--- config.mk ---
export PLATFORM = sky130hd
export DESIGN_NAME = teb_queue
export DESIGN_NICKNAME = d
export VERILOG_FILES = /design/src/rtl/core/teb_pkg.sv /design/src/rtl/core/teb_queue.sv
export SDC_FILE = /design/constraint.sdc
export NUM_CORES = 1
export LEC_CHECK = 0
export CORE_AREA = 2 2 87 56
export DETAILED_ROUTE_END_ITERATION = 16
export DIE_AREA = 0 0 89 58
export DONT_BUFFER_PORTS = 1
export HOLD_SLACK_MARGIN = 0.08
export PLACE_DENSITY_LB_ADDON = 0.05
export SETUP_SLACK_MARGIN = 0.4
export SYNTH_ARGS = -nofsm -noshare
export SYNTH_HDL_FRONTEND = slang
export SYNTH_SLANG_ARGS = --single-unit
--- constraint.sdc ---
create_clock -name clk_i -period 2.2 [get_ports clk_i]
set_input_delay 0.44 -clock clk_i [delete_from_list [all_inputs] [get_ports clk_i]]
set_output_delay 0.44 -clock clk_i [all_outputs]
set_load 0.005 [all_outputs]
--- src/rtl/core/teb_pkg.sv ---
`timescale 1ns / 1ps
package teb_pkg;

  // Sizes of the beam counter and the cosine table
  localparam int MAX_BEAMS       = 2048;
  localparam int COS_TABLE_DEPTH = 1024;
  localparam int IDX_W           = $clog2(MAX_BEAMS);
  localparam int TAB_W           = $clog2(COS_TABLE_DEPTH + 1);

  // Angle datapath widths: start (23b signed) plus index times step
  localparam int ANG_W  = IDX_W + 16 + 2;
  localparam int PROD_W = ANG_W + 27;

  // Fixed constants of the TTC math
  localparam logic [16:0] TTC_CEIL_MS  = 17'd100000;
  localparam logic [25:0] PHASE_MUL    = 26'd42722830;
  localparam longint      PI_Q30       = 64'd3373259426;
  localparam int          QUEUE_DEPTH  = 2;
  localparam int          QPTR_W       = $clog2(QUEUE_DEPTH);

  // Divider: 41-bit dividend, two quotient bits per cycle
  localparam int NUM_W     = 42;
  localparam int DIV_STEPS = NUM_W / 2;
  localparam int DCNT_W    = $clog2(DIV_STEPS + 1);

  // Configuration register indexes
  localparam logic [1:0] CFG_ANGLE_START = 2'd0;
  localparam logic [1:0] CFG_ANGLE_STEP  = 2'd1;
  localparam logic [1:0] CFG_THRESHOLD   = 2'd2;

  typedef struct packed {
    logic               kind;
    logic signed [15:0] speed_mm_s;
    logic        [15:0] range_mm;
    logic               last_beam;
  } teb_in_t;

  typedef struct packed {
    logic        brake;
    logic [16:0] min_ttc_ms;
    logic [15:0] min_distance_mm;
  } teb_out_t;

  typedef struct packed {
    logic signed [22:0] angle_start;
    logic        [15:0] angle_step;
    logic        [16:0] brake_threshold_ms;
  } teb_cfg_t;

  typedef enum logic [1:0] {
    OP_SPEED,
    OP_BEAM,
    OP_LAST
  } teb_op_e;

  typedef struct packed {
    teb_op_e          op;
    logic [15:0]      data;
    logic [IDX_W-1:0] idx;
  } teb_entry_t;

  typedef enum logic [2:0] {
    ST_IDLE,
    ST_ANGLE,
    ST_PHASE,
    ST_FOLD,
    ST_ROM,
    ST_PROJ,
    ST_DIV,
    ST_UPD
  } teb_state_e;

  typedef logic signed [15:0] cos_rom_t [COS_TABLE_DEPTH+1];

  // Signed quotient truncated toward zero, by shift and subtract
  function automatic longint div_trunc(longint n, longint d);
    longint unsigned a;
    longint unsigned b;
    longint unsigned q;
    longint unsigned r;
    logic            neg;
    a   = (n < 0) ? longint'(-n) : n;
    b   = (d < 0) ? longint'(-d) : d;
    neg = (n < 0) ^ (d < 0);
    q   = 0;
    r   = 0;
    for (int i = 63; i >= 0; i--) begin
      r = {r[62:0], a[i]};
      if (r >= b) begin
        r    = r - b;
        q[i] = 1'b1;
      end
    end
    return neg ? -longint'(q) : longint'(q);
  endfunction

  // cos(pi * i / depth) in Q1.15 via an integer Taylor series in Q30
  function automatic logic signed [15:0] cos_entry(int unsigned i);
    logic   neg;
    longint j;
    longint x;
    longint x2;
    longint term;
    longint sum;
    neg = 1'b0;
    j   = longint'(i);
    if (2 * j > COS_TABLE_DEPTH) begin
      j   = COS_TABLE_DEPTH - j;
      neg = 1'b1;
    end
    x    = div_trunc(j * PI_Q30, longint'(COS_TABLE_DEPTH));
    x2   = (x * x) >>> 30;
    term = 64'sd1 <<< 30;
    sum  = term;
    for (int k = 1; k <= 8; k++) begin
      term = -div_trunc(term * x2, 64'sd1 <<< 30);
      term = div_trunc(term, longint'(2 * k - 1) * longint'(2 * k));
      sum  = sum + term;
    end
    if (sum < 0) sum = 0;
    sum = (sum + (64'sd1 <<< 14)) >>> 15;
    if (sum > 32767) sum = 32767;
    return neg ? -16'(sum) : 16'(sum);
  endfunction

  function automatic cos_rom_t build_cos_rom();
    cos_rom_t rom;
    for (int i = 0; i <= COS_TABLE_DEPTH; i++) begin
      rom[i] = cos_entry(i);
    end
    return rom;
  endfunction

endpackage

--- src/rtl/core/teb_queue.sv ---
`timescale 1ns / 1ps
module teb_queue import teb_pkg::*; (
  input  logic       clk_i,
  input  logic       rst_ni,
  input  logic       wr_i,
  input  teb_entry_t wr_entry_i,
  input  logic       rd_i,
  output logic       valid_o,
  output logic       full_o,
  output teb_entry_t rd_entry_o
);

  teb_entry_t        mem_q [QUEUE_DEPTH];
  logic [QPTR_W-1:0] wr_ptr_q, rd_ptr_q;
  logic [QPTR_W:0]   count_q;
  logic              do_wr, do_rd;

  assign valid_o    = (count_q != '0);
  assign full_o     = (count_q == (QPTR_W+1)'(QUEUE_DEPTH));
  assign rd_entry_o = mem_q[rd_ptr_q];
  assign do_wr      = wr_i && !full_o;
  assign do_rd      = rd_i && valid_o;

  // Store the incoming word
  always_ff @(posedge clk_i) begin
    if (do_wr) mem_q[wr_ptr_q] <= wr_entry_i;
  end

  // Advance pointers and the fill count
  always_ff @(posedge clk_i or negedge rst_ni) begin
    if (!rst_ni) begin
      wr_ptr_q <= '0;
      rd_ptr_q <= '0;
      count_q  <= '0;
    end else begin
      if (do_wr) wr_ptr_q <= (wr_ptr_q == QPTR_W'(QUEUE_DEPTH - 1)) ? '0 : wr_ptr_q + 1'b1;
      if (do_rd) rd_ptr_q <= (rd_ptr_q == QPTR_W'(QUEUE_DEPTH - 1)) ? '0 : rd_ptr_q + 1'b1;
      if (do_wr && !do_rd) count_q <= count_q + 1'b1;
      else if (do_rd && !do_wr) count_q <= count_q - 1'b1;
    end
  end

endmodule

; ---- Yosys cells after proc, flatten, opt, wreduce, memory -nomap -nowiden
; Memories as Yosys holds them, arrays and structs flattened.
; Cells that the tools add are included.
[word_totals]
wordCells = 24
n_memories = 1
regBits = 4
output_inout_bits = 31
ramBits = 58
[op_classes]
n_eq_ne = 1
n_addsub = 4
muxes = 6
n_reduce_logical = 9
[mem_list]
columns = name, words, width, read_ports, rd_ports_with_merged_regs, write_ports, line_no
row1 = mem_q, 2, 29, 1, 0, 1, teb_queue.sv:13  ; teb_entry_t mem_q [QUEUE_DEPTH];
[ops]
columns = op, n
row1 = $logic_and A1 B1 Y1, 4
row2 = $mux W1, 4
row3 = $mux W2, 2
row4 = $reduce_bool A2 Y1, 2
row5 = $logic_not A1 Y1, 3
row6 = $add A1 B1 Y1 const B, 2
row7 = $add A2 B1 Y2 const B, 1
row8 = $eq A2 B2 Y1 const B, 1
row9 = $sub A2 B1 Y2 const B, 1

; ---- Longest topological paths before layout
[logic_depth]
depth_word = 7
ltp_mapped = 7

; ---- Worst setup path after synthesis
; Ideal clock, no wire load.
[synth_path]
kind = flip-flop to flip-flop
from = register count_q[0]
to = memory mem_q[0][0] (netlist bit) (enable)
synth_period_minus_slack_ns = 2.277
setup_slack_ns = -0.077
setup_ns = 0.415
path_stages_with_launch = 4
arrival_time_ns = 1.862
required_time_ns = 1.785
path_cell_list = dfrtp_1 -> nand2b_1 -> nand2_1 -> nor2_1
[synth_via]
elab_chain_len = 5
[synth_lines]
columns = element, line_no
row1 = from (decl), teb_queue.sv:15  ; logic [QPTR_W:0] count_q;
row2 = from (signal assigned), teb_queue.sv:38  ; if (do_wr && !do_rd) count_q <= count_q + 1'b1;
row3 = from (signal assigned), teb_queue.sv:39  ; else if (do_rd && !do_wr) count_q <= count_q - 1'b1;
row4 = $eq A2 B2 Y1, teb_queue.sv:19  ; assign full_o = (count_q == (QPTR_W+1)'(QUEUE_DEPTH));
row5 = $logic_not A1 Y1, teb_queue.sv:21  ; assign do_wr = wr_i && !full_o;
row6 = $logic_and A1 B1 Y1, teb_queue.sv:21
row7 = $mux W1, teb_queue.sv:26  ; if (do_wr) mem_q[wr_ptr_q] <= wr_entry_i;
row8 = $mux W1 (not written as such), teb_queue.sv:26
row9 = to (decl), teb_queue.sv:13
; No other way between the ends.

==> impl_metrics.toml <==
[placed_design]
dpl-instance-area_um2 = 2420
post_placement_setup_slack_ps = 574
detailed_place_hpwl_mm = 2.26
place.gp.congestion = 0.611
buffer_ports.inserted = 0

[detailed_routing]
wl_per_cell_um = 17.2
firstDrtPassIters = 4
postRouteAntennaNets = 0
drt-total-wl_mm = 3.28
drcViolationCount = 0
num_vias = 965
viasPerCell = 5.05
initialDrtViolationCount = 58

[yosys]
synth_area_leaders = "sky130_fd_sc_hd__edfxtp_1 (75%), sky130_fd_sc_hd__mux2_2 (14%), sky130_fd_sc_hd__dfrtp_1 (4.3%), sky130_fd_sc_hd__buf_6 (1.5%), sky130_fd_sc_hd__xnor2_1 (1.1%)"
netlist-cell-type-count = 14
netlist.area_leader.share = 0.754
synth_edf_count = 58
async_reset_ff_frac = 0.0645
syn_avg_cell_area_um2 = 21.2
primary_flip_flop_cell_chosen_by_synthesis_mapping = "sky130_fd_sc_hd__edfxtp_1"
yosysMostFrequentCell = "sky130_fd_sc_hd__edfxtp_1"
yosysWarningCount = 0
ys_seq_elements = 62
synth_area_leader_cell = "sky130_fd_sc_hd__edfxtp_1"
post_synth_instance_area_um2 = 2310
netlist_instances = 109
post_synth_most_frequent_cells = "sky130_fd_sc_hd__edfxtp_1 (58), sky130_fd_sc_hd__mux2_2 (29), sky130_fd_sc_hd__dfrtp_1 (4)"
synth_seq_area_share = 0.797
synth_fp_nets = 143

[timing]
final-hold-violation-count = 0
grt_setup_unrepaired = "no"
achievable-frequency_ghz = 0.588
layout_worst_path_cycle_share = 0.773
final_critical_path_setup_slack_ps = 499
final.min_clock_period_ps = 1700
worst_clock_skew_ps = 4.13
worst_slew_margin_rel = 0.715
setup-tns-final_ps = 0
slew_violations = 0
timing.final.setup_violations = 0
worst_slew_pin_slew_ps = 426

[global_routing]
gr-usage-all-layers = 0.137
grt_antenna_before_repair = 0
grt_pass1_wl_mm = 4.79
grt_max_degree = 23
first_global_vias = 1009
globalRoute.totalOverflow = 0

[worst_setup_path]
cpLargestDelayFamily = "flip-flops"
critical-path-max-stage-delay_ps = 390
critPathLaunchType = "flip-flop"
critical_path_class = "reg -> out"
crit_path_cell_trace = "buf_12 > mux2_2"
cpMaxStageDelayCell = "sky130_fd_sc_hd__dfrtp_2"
crit_arrival_ps = 1260
critical_path_required_ps = 1760
path_max_fanout = 22
critical_path.n_buffers_inverters = 1
crit_path_end_kind = "output pin"

[floorplan]
initial_utilization = 0.528
floorplan.die_area_um2 = 5160
coreArea_um2 = 4370
dieHeight_um = 58
std_cell_rows = 19
die_x_um = 89
pin_count = 64

[power_and_ir_drop]
max_rail_drop_vdd_mv = 0.708
power.leakage_nw = 0.895
powerDensity_nw_per_um2 = 1370
totalPowerFinal_mw = 3.62

[final_layout]
fin_area_um2 = 2650
drive_above_1_share = 0.406
postLayoutCoreUtil = 0.606
fillerInstances = 349
num-nets-final = 157
diodes = 0
synthesis_to_finish_area_growth_pct = 14.7

[cts]
cts_max_level = 3
numClockSinks = 62
worst_skew_pair.late_latency_ps = 320
ctsRootBufferMaster = "sky130_fd_sc_hd__clkbuf_8"
number_of_buffers_created_by_cts = 9
cts_tree = "yes"
clock_pin_slew_worst_setup_and_hold_paths_ps = 70
cts.path.max_buffers = 2

[outcome]
outcome = "finished clean"

[worst_hold_path]
min_path_type = "in -> reg"

[run]
maxCapViolations = 0
[power breakdown]
group	internal, mW	switching, mW	total (mW)
registers	1.62	0.0884	1.71
clock network	0.633	0.402	1.04
logic	0.428	0.446	0.874
[placed cells by master (no fill, tap or decap), drive strengths merged]
| master | count |
|---|---|
| clkbuf | 10 |
| nand2b | 1 |
| dfrtp | 4 |
| edfxtp | 58 |
| xnor2 | 3 |
| nand2 | 2 |
| xor2 | 2 |
| dlygate4sd3 | 1 |
| inv | 2 |
| nor2 | 2 |
| buf | 5 |
| bufinv | 2 |
| and3 | 1 |
| or2 | 1 |
| mux2 | 29 |
| ha | 1 |
| clkinvlp | 3 |
| clkinv | 1 |
[cell type report]
cell class	count	area [um2]	share of cell area
Timing Repair Buffer	6	72.6	0.0274
Clock buffer	10	128	0.0482
Inverter	2	7.51	0.00283
Multi-Input combinational cell	42	434	0.164
Sequential cell	62	1840	0.695
Clock inverter	6	86.3	0.0326
Tap cell	63	78.8	0.0297
[layer usage]
metal,wire (um),track usage
met1,1240,0.140
met5,0,0
met4,7,0.0576
met3,446,0.114
met2,1590,0.206
[registers in the layout (all words and copies together), names as in the netlist]
register	cells
mem_q	58
rd_ptr_q	1
wr_ptr_q	1
count_q	2
[cells by family (layout without fill, tap and decap cells)]
family	after synthesis	in the layout	synth area share
simple gates	7	7	0.0190
xor+xnor	5	5	0.0190
mux	29	29	0.141
flops	62	62	0.797
fa+ha+maj	1	1	0.00542
buf+inv	5	24	0.0179
[per-stage QoR]
step           hold slack (ps)  cells
6_report                   210    191
5_1_grt                    176    191
4_1_cts                    189    191
3_5_place_dp               145    173
3_3_place_gp               144    173
2_1_floorplan              144    109
[path summary, 6_finish.rpt]
kind | start | endpoint | slack, ps | cells past startpoint
max | rd_ptr_q | rd_entry_o[1] | 500 | 2
min | wr_entry_i[21] | mem_q[0][21] | 210 | 0
max reg2reg | count_q[0] | mem_q[0][28] | 610 | 4
min reg2reg | count_q[1] | count_q[1] | 490 | 1
max in group asynchronous | rst_ni | rd_ptr_q | 1610 | 1
min in group asynchronous | rst_ni | wr_ptr_q | 390 | 1
[repair_timing]
item                       4_1_cts  5_1_grt
hold endpoints to repair         4        0
hold buffers                     1        0
resized for setup                1        0
setup endpoints to repair       22        0
setup buffers                    1        0
Power figures use the tool's default switching activity.
