==> config.mk <==
export PLATFORM = sky130hd
export DESIGN_NAME = teb_front
export DESIGN_NICKNAME = d
export VERILOG_FILES = /design/src/rtl/core/teb_pkg.sv /design/src/rtl/core/teb_front.sv
export SDC_FILE = /design/constraint.sdc
export NUM_CORES = 1
export LEC_CHECK = 0
export BUFFER_PORTS_ARGS = -buffer_cell sky130_fd_sc_hd__buf_2
export CORE_MARGIN = 4
export CORE_UTILIZATION = 39
export CTS_CLUSTER_SIZE = 40
export DETAILED_ROUTE_END_ITERATION = 8
export HOLD_SLACK_MARGIN = 0.08
export PLACE_DENSITY_LB_ADDON = 0.3
export SYNTH_ARGS = -nofsm -noshare
export SYNTH_HDL_FRONTEND = slang
export SYNTH_SLANG_ARGS = --single-unit
==> constraint.sdc <==
create_clock -name clk_i -period 1.9 [get_ports clk_i]
set_input_delay 0.285 -clock clk_i [delete_from_list [all_inputs] [get_ports clk_i]]
set_output_delay 0.285 -clock clk_i [all_outputs]
set_load 0.01 [all_outputs]
==> src/rtl/core/teb_pkg.sv <==
`timescale 1ns / 1ps
package teb_pkg;

  // Sizes of the beam counter and the cosine table
  localparam int MAX_BEAMS       = 2048;
  localparam int COS_TABLE_DEPTH = 1024;
  localparam int IDX_W           = $clog2(MAX_BEAMS);
  localparam int TAB_W           = $clog2(COS_TABLE_DEPTH + 1);

  // Angle datapath widths: start (23b signed) plus index times step
  localparam int ANG_W  = IDX_W + 16 + 2;
  localparam int PROD_W = ANG_W + 27;

  // Fixed constants of the TTC math
  localparam logic [16:0] TTC_CEIL_MS  = 17'd100000;
  localparam logic [25:0] PHASE_MUL    = 26'd42722830;
  localparam longint      PI_Q30       = 64'd3373259426;
  localparam int          QUEUE_DEPTH  = 2;
  localparam int          QPTR_W       = $clog2(QUEUE_DEPTH);

  // Divider: 41-bit dividend, two quotient bits per cycle
  localparam int NUM_W     = 42;
  localparam int DIV_STEPS = NUM_W / 2;
  localparam int DCNT_W    = $clog2(DIV_STEPS + 1);

  // Configuration register indexes
  localparam logic [1:0] CFG_ANGLE_START = 2'd0;
  localparam logic [1:0] CFG_ANGLE_STEP  = 2'd1;
  localparam logic [1:0] CFG_THRESHOLD   = 2'd2;

  typedef struct packed {
    logic               kind;
    logic signed [15:0] speed_mm_s;
    logic        [15:0] range_mm;
    logic               last_beam;
  } teb_in_t;

  typedef struct packed {
    logic        brake;
    logic [16:0] min_ttc_ms;
    logic [15:0] min_distance_mm;
  } teb_out_t;

  typedef struct packed {
    logic signed [22:0] angle_start;
    logic        [15:0] angle_step;
    logic        [16:0] brake_threshold_ms;
  } teb_cfg_t;

  typedef enum logic [1:0] {
    OP_SPEED,
    OP_BEAM,
    OP_LAST
  } teb_op_e;

  typedef struct packed {
    teb_op_e          op;
    logic [15:0]      data;
    logic [IDX_W-1:0] idx;
  } teb_entry_t;

  typedef enum logic [2:0] {
    ST_IDLE,
    ST_ANGLE,
    ST_PHASE,
    ST_FOLD,
    ST_ROM,
    ST_PROJ,
    ST_DIV,
    ST_UPD
  } teb_state_e;

  typedef logic signed [15:0] cos_rom_t [COS_TABLE_DEPTH+1];

  // Signed quotient truncated toward zero, by shift and subtract
  function automatic longint div_trunc(longint n, longint d);
    longint unsigned a;
    longint unsigned b;
    longint unsigned q;
    longint unsigned r;
    logic            neg;
    a   = (n < 0) ? longint'(-n) : n;
    b   = (d < 0) ? longint'(-d) : d;
    neg = (n < 0) ^ (d < 0);
    q   = 0;
    r   = 0;
    for (int i = 63; i >= 0; i--) begin
      r = {r[62:0], a[i]};
      if (r >= b) begin
        r    = r - b;
        q[i] = 1'b1;
      end
    end
    return neg ? -longint'(q) : longint'(q);
  endfunction

  // cos(pi * i / depth) in Q1.15 via an integer Taylor series in Q30
  function automatic logic signed [15:0] cos_entry(int unsigned i);
    logic   neg;
    longint j;
    longint x;
    longint x2;
    longint term;
    longint sum;
    neg = 1'b0;
    j   = longint'(i);
    if (2 * j > COS_TABLE_DEPTH) begin
      j   = COS_TABLE_DEPTH - j;
      neg = 1'b1;
    end
    x    = div_trunc(j * PI_Q30, longint'(COS_TABLE_DEPTH));
    x2   = (x * x) >>> 30;
    term = 64'sd1 <<< 30;
    sum  = term;
    for (int k = 1; k <= 8; k++) begin
      term = -div_trunc(term * x2, 64'sd1 <<< 30);
      term = div_trunc(term, longint'(2 * k - 1) * longint'(2 * k));
      sum  = sum + term;
    end
    if (sum < 0) sum = 0;
    sum = (sum + (64'sd1 <<< 14)) >>> 15;
    if (sum > 32767) sum = 32767;
    return neg ? -16'(sum) : 16'(sum);
  endfunction

  function automatic cos_rom_t build_cos_rom();
    cos_rom_t rom;
    for (int i = 0; i <= COS_TABLE_DEPTH; i++) begin
      rom[i] = cos_entry(i);
    end
    return rom;
  endfunction

endpackage

==> src/rtl/core/teb_front.sv <==
`timescale 1ns / 1ps
module teb_front import teb_pkg::*; (
  input  logic       clk_i,
  input  logic       rst_ni,
  input  logic       push,
  input  teb_in_t    in_word_i,
  input  logic       q_full_i,
  output logic       q_wr_o,
  output teb_entry_t q_entry_o
);

  logic [IDX_W-1:0] beam_idx_q, beam_idx_d;
  logic             accept;

  assign accept = push && !q_full_i;

  // Classify the word and tag beams with their scan index
  always_comb begin
    q_entry_o.idx = beam_idx_q;
    if (!in_word_i.kind) begin
      q_entry_o.op   = OP_SPEED;
      q_entry_o.data = in_word_i.speed_mm_s;
    end else begin
      q_entry_o.op   = in_word_i.last_beam ? OP_LAST : OP_BEAM;
      q_entry_o.data = in_word_i.range_mm;
    end
  end

  assign q_wr_o = accept;

  // Advance the beam index, hold at the end, clear on the last beam
  always_comb begin
    beam_idx_d = beam_idx_q;
    if (accept && in_word_i.kind) begin
      if (in_word_i.last_beam) begin
        beam_idx_d = '0;
      end else if (beam_idx_q < IDX_W'(MAX_BEAMS - 1)) begin
        beam_idx_d = beam_idx_q + 1'b1;
      end
    end
  end

  always_ff @(posedge clk_i or negedge rst_ni) begin
    if (!rst_ni) begin
      beam_idx_q <= '0;
    end else begin
      beam_idx_q <= beam_idx_d;
    end
  end

endmodule

Yosys cells after proc, flatten, opt, wreduce, memory -nomap -nowiden
Index checks and enable logic that the tools add are counted.
{"block": "classes", "addsub": 1, "n_mul": 0, "div_mod_pow": 0, "n_lt_le_gt_ge": 1, "n_eq_ne": 0, "n_shift": 0, "mux": 4, "n_bitwise": 0, "n_reduce_logical": 5}
{"op": "11-bit 2-to-1 mux", "count": 2}
{"op": "18-bit 2-to-1 mux", "count": 1}
{"op": "11-bit by 1-bit adder with 11-bit output (second input constant)", "count": 1}
{"op": "11-bit less-than comparator (second input constant)", "count": 1}
{"op": "1-bit logical AND", "count": 2}
{"op": "2-bit 2-to-1 mux", "count": 1}
{"op": "2-bit AND reduction", "count": 1}
{"op": "2-bit nonzero test", "count": 1}
{"op": "1-bit logical NOT", "count": 1}
{"block": "totals", "ff_bits": 11, "latch_bits": 0, "ramBits": 0, "rom_bits": 0, "input_bits": 38, "output_inout_bits": 30, "word_cells": 12, "mem_count": 0}

Longest topological paths before layout
{"block": "logic_depth", "ltp_word": 4, "ltp_mapped": 5, "mapped_depth_nobuf": 5}

Worst setup path after synthesis
No wires, ideal clock.
{"block": "synth_path", "kind": "register to register", "from": "register beam_idx_q[0]", "to": "register beam_idx_q[8]", "setup_ns": 0.135, "arrival_ns": 1.242, "t_required_ns": 1.765, "slack_ns": 0.523, "stages_incl_launch_ff": 6, "path_buffers": 0, "period_less_slack_ns": 1.377, "cell_sequence": "dfrtp_1 -> ha_1 -> and4_1 -> nand3_1 -> mux2i_1 -> o21ai_0"}
{"block": "synth_between", "elab_chain_len": 3, "word_cells_on_any_way": 6, "classes_between": "add/sub (1); order compare (1); mux (2); reduce/logical (2)"}
{"element": "start: declaration", "line_no": "teb_front.sv:12", "source": "logic [IDX_W-1:0] beam_idx_q, beam_idx_d;"}
{"element": "start signal: assignment", "line_no": "teb_front.sv:47", "source": "beam_idx_q <= beam_idx_d;"}
{"element": "11-bit by 1-bit adder with 11-bit output / 11-bit less-than comparator (equally long branches)", "line_no": "teb_front.sv:38, teb_front.sv:37"}
{"element": "11-bit 2-to-1 mux / 2-bit nonzero test (equally long branches)"}
{"element": "11-bit 2-to-1 mux / 2-bit AND reduction (equally long branches)"}
Several ways; a longest one is shown, not always the timed one. The select of a mux whose other input is x is not followed.
A chain may end at the register's enable or synchronous reset.

Final worst setup path
Ends and elaborated chain as after synthesis.

==> reports/results.env <==
DP_CELLS=180
LAYOUT.CELL_AREA.NON_FILLER_MM2=0.00127
TIMING.SLEW.HEADROOM=0.732
PIN_COUNT_OF_THE_BIGGEST_NET_ENTERING_GLOBAL_ROUTING=21
REPORT.FINAL.SLEW_VIOL_COUNT=0
TIMING.CRITICAL_PATH.FROM='beam_idx_q[0]'
DETAIL_ROUTE.DRC_VIOLATIONS=0
POWER.STATIC_LEAKAGE_nW=0.648
CLK_ROOT_BUFFER_CELL='sky130_fd_sc_hd__clkbuf_4'
MAX_FREQ_MHz=689
DESIGN.FINAL.NETS=198
FIRST_GLOBAL_VIAS=997
TIMING.SETUP.TNS_NS=0
R2R.WORST_PATH.CELLS=5
HTREE_LEVELS=1
MAX_CAP_VIOLATIONS=0
POST_ROUTE_CELLS_DRIVE_ABOVE_1_SHARE=0.582
INSERTEDDIODECOUNT=0
NUMPORTBUFFERS=67
SUM_OF_ROUTED_WIRE_LENGTH_OVER_ALL_LAYERS_MM=2.53
REQUIRED_NS=2.05
REG.LARGEST.LIST='beam_idx_q: 11 flops'
AREAGROWTHSYNTHTOFINISH_PCT=43.7
TIMING.CLOCK.SKEW_NS=0.00254
COMMONEST_NON_FILL_NON_TAP_CELLS_IN_THE_LAYOUT='sky130_fd_sc_hd__buf_2, sky130_fd_sc_hd__mux2_2, sky130_fd_sc_hd__dfrtp_1'
MIN_PATH_CELLS=2
MIN-DELAY-START='in_word_i[0]'
DRTPASS1ITERATIONS=4
POST_SYNTH_NUM_CELL_TYPES=36
RSZ0062_AT_GRT='false'
CRITICAL_PATH.ENDPOINT_TYPE='flop'
POST_LAYOUT_CELL_COUNT=185
REG2REG_SLACK_NS=0.45
HOLD_PATH_END='beam_idx_q[4]'
CTS_BUFFERS=3
TIGHTEST_SLEW_NS=0.402
NATURE_OF_THE_CRITICAL_PATH_STARTPOINT='flop'
WORST_SETUP_PATH_CLASS='flop to flop'
SYNTH-SEQ-CELLS=11
SEQ_AREA_FRAC_SYNTH=0.313
COUNT_OF_ANTENNA_VIOLATING_NETS_LEFT_AFTER_DETAILED_ROUTING=0
COREAREA_MM2=0.00206
GLOBALROUTE.TOTALOVERFLOW=0
ROUTE.VIAS.TOTAL=961
WORST_R2R_STARTPOINT='beam_idx_q[0]'
OUTCOME='finished clean'
FINALHOLDVIOLCOUNT=0
DIE_W_UM=55.5
GRT_UTIL_ALL_LAYERS=0.168
PIN_COUNT=68
CTS.REPAIR_TIMING.SETUP_BUFFER_COUNT=0
DRT_ITER0_MARKERS=16
ROUTE.DETAILED.VIAS_PER_INST=5.19
CLK_PATH_BUF_DEPTH=2
YS.WARNINGS.COUNT=0
SYNTHCELLS=90
PLACE_AREA_MM2=0.00123
LARGEST_REGISTER='beam_idx_q'
CELLPOWERDENSITY_mW_PER_MM2=555
GRT_ANTENNA_BEFORE_REPAIR=0
N_FILL_CELL=185
POSTSYNTHNETCOUNT=129
DIEHEIGHT_UM=55.5
TIMING.FINAL.CRIT_PERIOD_NS=1.45
GP_CONGESTION=0.784
CTS.SINKS=11
CTS_TREE='yes'
CTS.CLK_SLEW.WORST_PATHS_NS=0.07
INITIAL_UTILIZATION=0.427
WORST_HOLD_SLACK_NS=0.377
CRITPATHARRIVALTIME_NS=1.61
FLOORPLAN.ROWS=16
CRIT_FANOUT=5
ROUTEDWLPERCELL_UM=13.7
SYN-CELL-AREA_UM2=881
CLOCK_LATENCY_NS=0.28
REG2REG_TO='beam_idx_q[8]'
FULL_DIE_AREA_MM2=0.00308
PEAKVDDDROP_V=0.000291
HOLDCRITPATHCLASS='input port to flop'
LARGEST_REG_FLOPS=11
GRT_FIRST_PASS_WIRELENGTH_MM=4.21
DP_HPWL_MM=2.03
SYNTHESIS.AREA_PER_INSTANCE_UM2=9.79
MIN_PERIOD_OVER_PERIOD=0.764
LAYOUT.CELLS.MOST_COMMON='sky130_fd_sc_hd__buf_2'
SETUP-VIOLATIONS-FINAL=0
## worst max-delay path, stage by stage (launching register included)
cell and delay [ns]:
sky130_fd_sc_hd__dfrtp_1 0.43, sky130_fd_sc_hd__ha_1 0.26, sky130_fd_sc_hd__and4_1 0.27, sky130_fd_sc_hd__nand3_1 0.12
sky130_fd_sc_hd__mux2i_1 0.17, sky130_fd_sc_hd__o21ai_0 0.09
## power breakdown
group          switching [mW]  internal, mW  leakage, nW
registers              0.0378         0.257        0.130
clock network          0.0858        0.0816       0.0150
logic                   0.116         0.125        0.503
## per-stage QoR
| stage | worst slack [ns] | utilization | power [mW] |
|---|---|---|---|
| after detailed placement | 0.416 | 0.596 | 0.541 |
| after floorplan | 0.523 | - | 0.430 |
| after CTS | 0.442 | 0.614 | 0.716 |
| after global placement | 0.460 | 0.596 | 0.535 |
| final | 0.449 | 0.614 | 0.703 |
| after global routing | 0.340 | 0.614 | 0.752 |
## how the worst max path moves through the flow
| stage | endpoint |
|---|---|
| floorplan | beam_idx_q[8] |
| global placement | beam_idx_q[1] |
| detailed placement | beam_idx_q[2] |
| CTS | beam_idx_q[1] |
| global route | beam_idx_q[3] |
| finish | beam_idx_q[8] |
## layer usage
layer,vias up,global-route usage,share of wire
met2,43,0.316,0.51
met3,5,0.0373,0.073
met5,-,0,0
met4,0,0.0729,0.019
met1,433,0.174,0.40
li1,480,-,-
## logic make-up after synthesis
kind of cell / after synthesis / share of synthesized area
compound gates: 23 / 0.166
fa+ha+maj: 1 / 0.0142
buf+inv: 5 / 0.0270
flops: 11 / 0.312
mux: 18 / 0.227
simple gates: 32 / 0.253
## final cells by class
cell class                 instances  area (µm²)  area share
clock buffer                       4        26.3      0.0208
inverter                           1        3.75     0.00296
multi-input combinational         74         582       0.459
sequential                        11         275       0.217
tap                               27        33.8      0.0267
timing repair buffer              68         345       0.273
## cells in the mapped netlist
master	number	area share
sky130_fd_sc_hd__nand3_1	3	0.017
sky130_fd_sc_hd__nor4_4	1	0.024
sky130_fd_sc_hd__a21oi_1	9	0.051
sky130_fd_sc_hd__nand3b_4	1	0.023
sky130_fd_sc_hd__and3b_1	1	0.0099
sky130_fd_sc_hd__or2b_1	1	0.0085
sky130_fd_sc_hd__a31o_2	1	0.0099
sky130_fd_sc_hd__nand3_2	1	0.011
sky130_fd_sc_hd__a21o_1	2	0.017
sky130_fd_sc_hd__o2bb2ai_1	2	0.020
sky130_fd_sc_hd__a31oi_1	1	0.0071
sky130_fd_sc_hd__o21bai_1	1	0.0085
sky130_fd_sc_hd__mux2i_1	2	0.023
sky130_fd_sc_hd__nand2_1	3	0.013
sky130_fd_sc_hd__nor2_1	4	0.017
sky130_fd_sc_hd__nand4_2	1	0.014
sky130_fd_sc_hd__nor3_1	4	0.023
sky130_fd_sc_hd__nor2b_1	2	0.014
sky130_fd_sc_hd__buf_4	1	0.0085
sky130_fd_sc_hd__o21ai_0	3	0.017
sky130_fd_sc_hd__nand2b_2	1	0.0099
sky130_fd_sc_hd__and3_1	2	0.014
sky130_fd_sc_hd__nand3b_1	1	0.0085
sky130_fd_sc_hd__inv_1	1	0.0043
sky130_fd_sc_hd__and4_1	1	0.0099
sky130_fd_sc_hd__and2_1	2	0.014
sky130_fd_sc_hd__dfrtp_1	11	0.31
sky130_fd_sc_hd__nand4_1	2	0.014
sky130_fd_sc_hd__nand2b_1	1	0.0071
sky130_fd_sc_hd__a41oi_1	2	0.020
sky130_fd_sc_hd__o21ai_1	1	0.0057
sky130_fd_sc_hd__buf_2	1	0.0057
sky130_fd_sc_hd__o22a_1	1	0.0099
sky130_fd_sc_hd__ha_1	1	0.014
sky130_fd_sc_hd__clkbuf_1	2	0.0085
sky130_fd_sc_hd__mux2_2	16	0.20
## what timing repair did
item,4_1_cts,5_1_grt
gates resized for setup,0,0
hold buffers,1,0
endpoints found under the hold margin,11,0
Power figures use the tool's default switching activity.
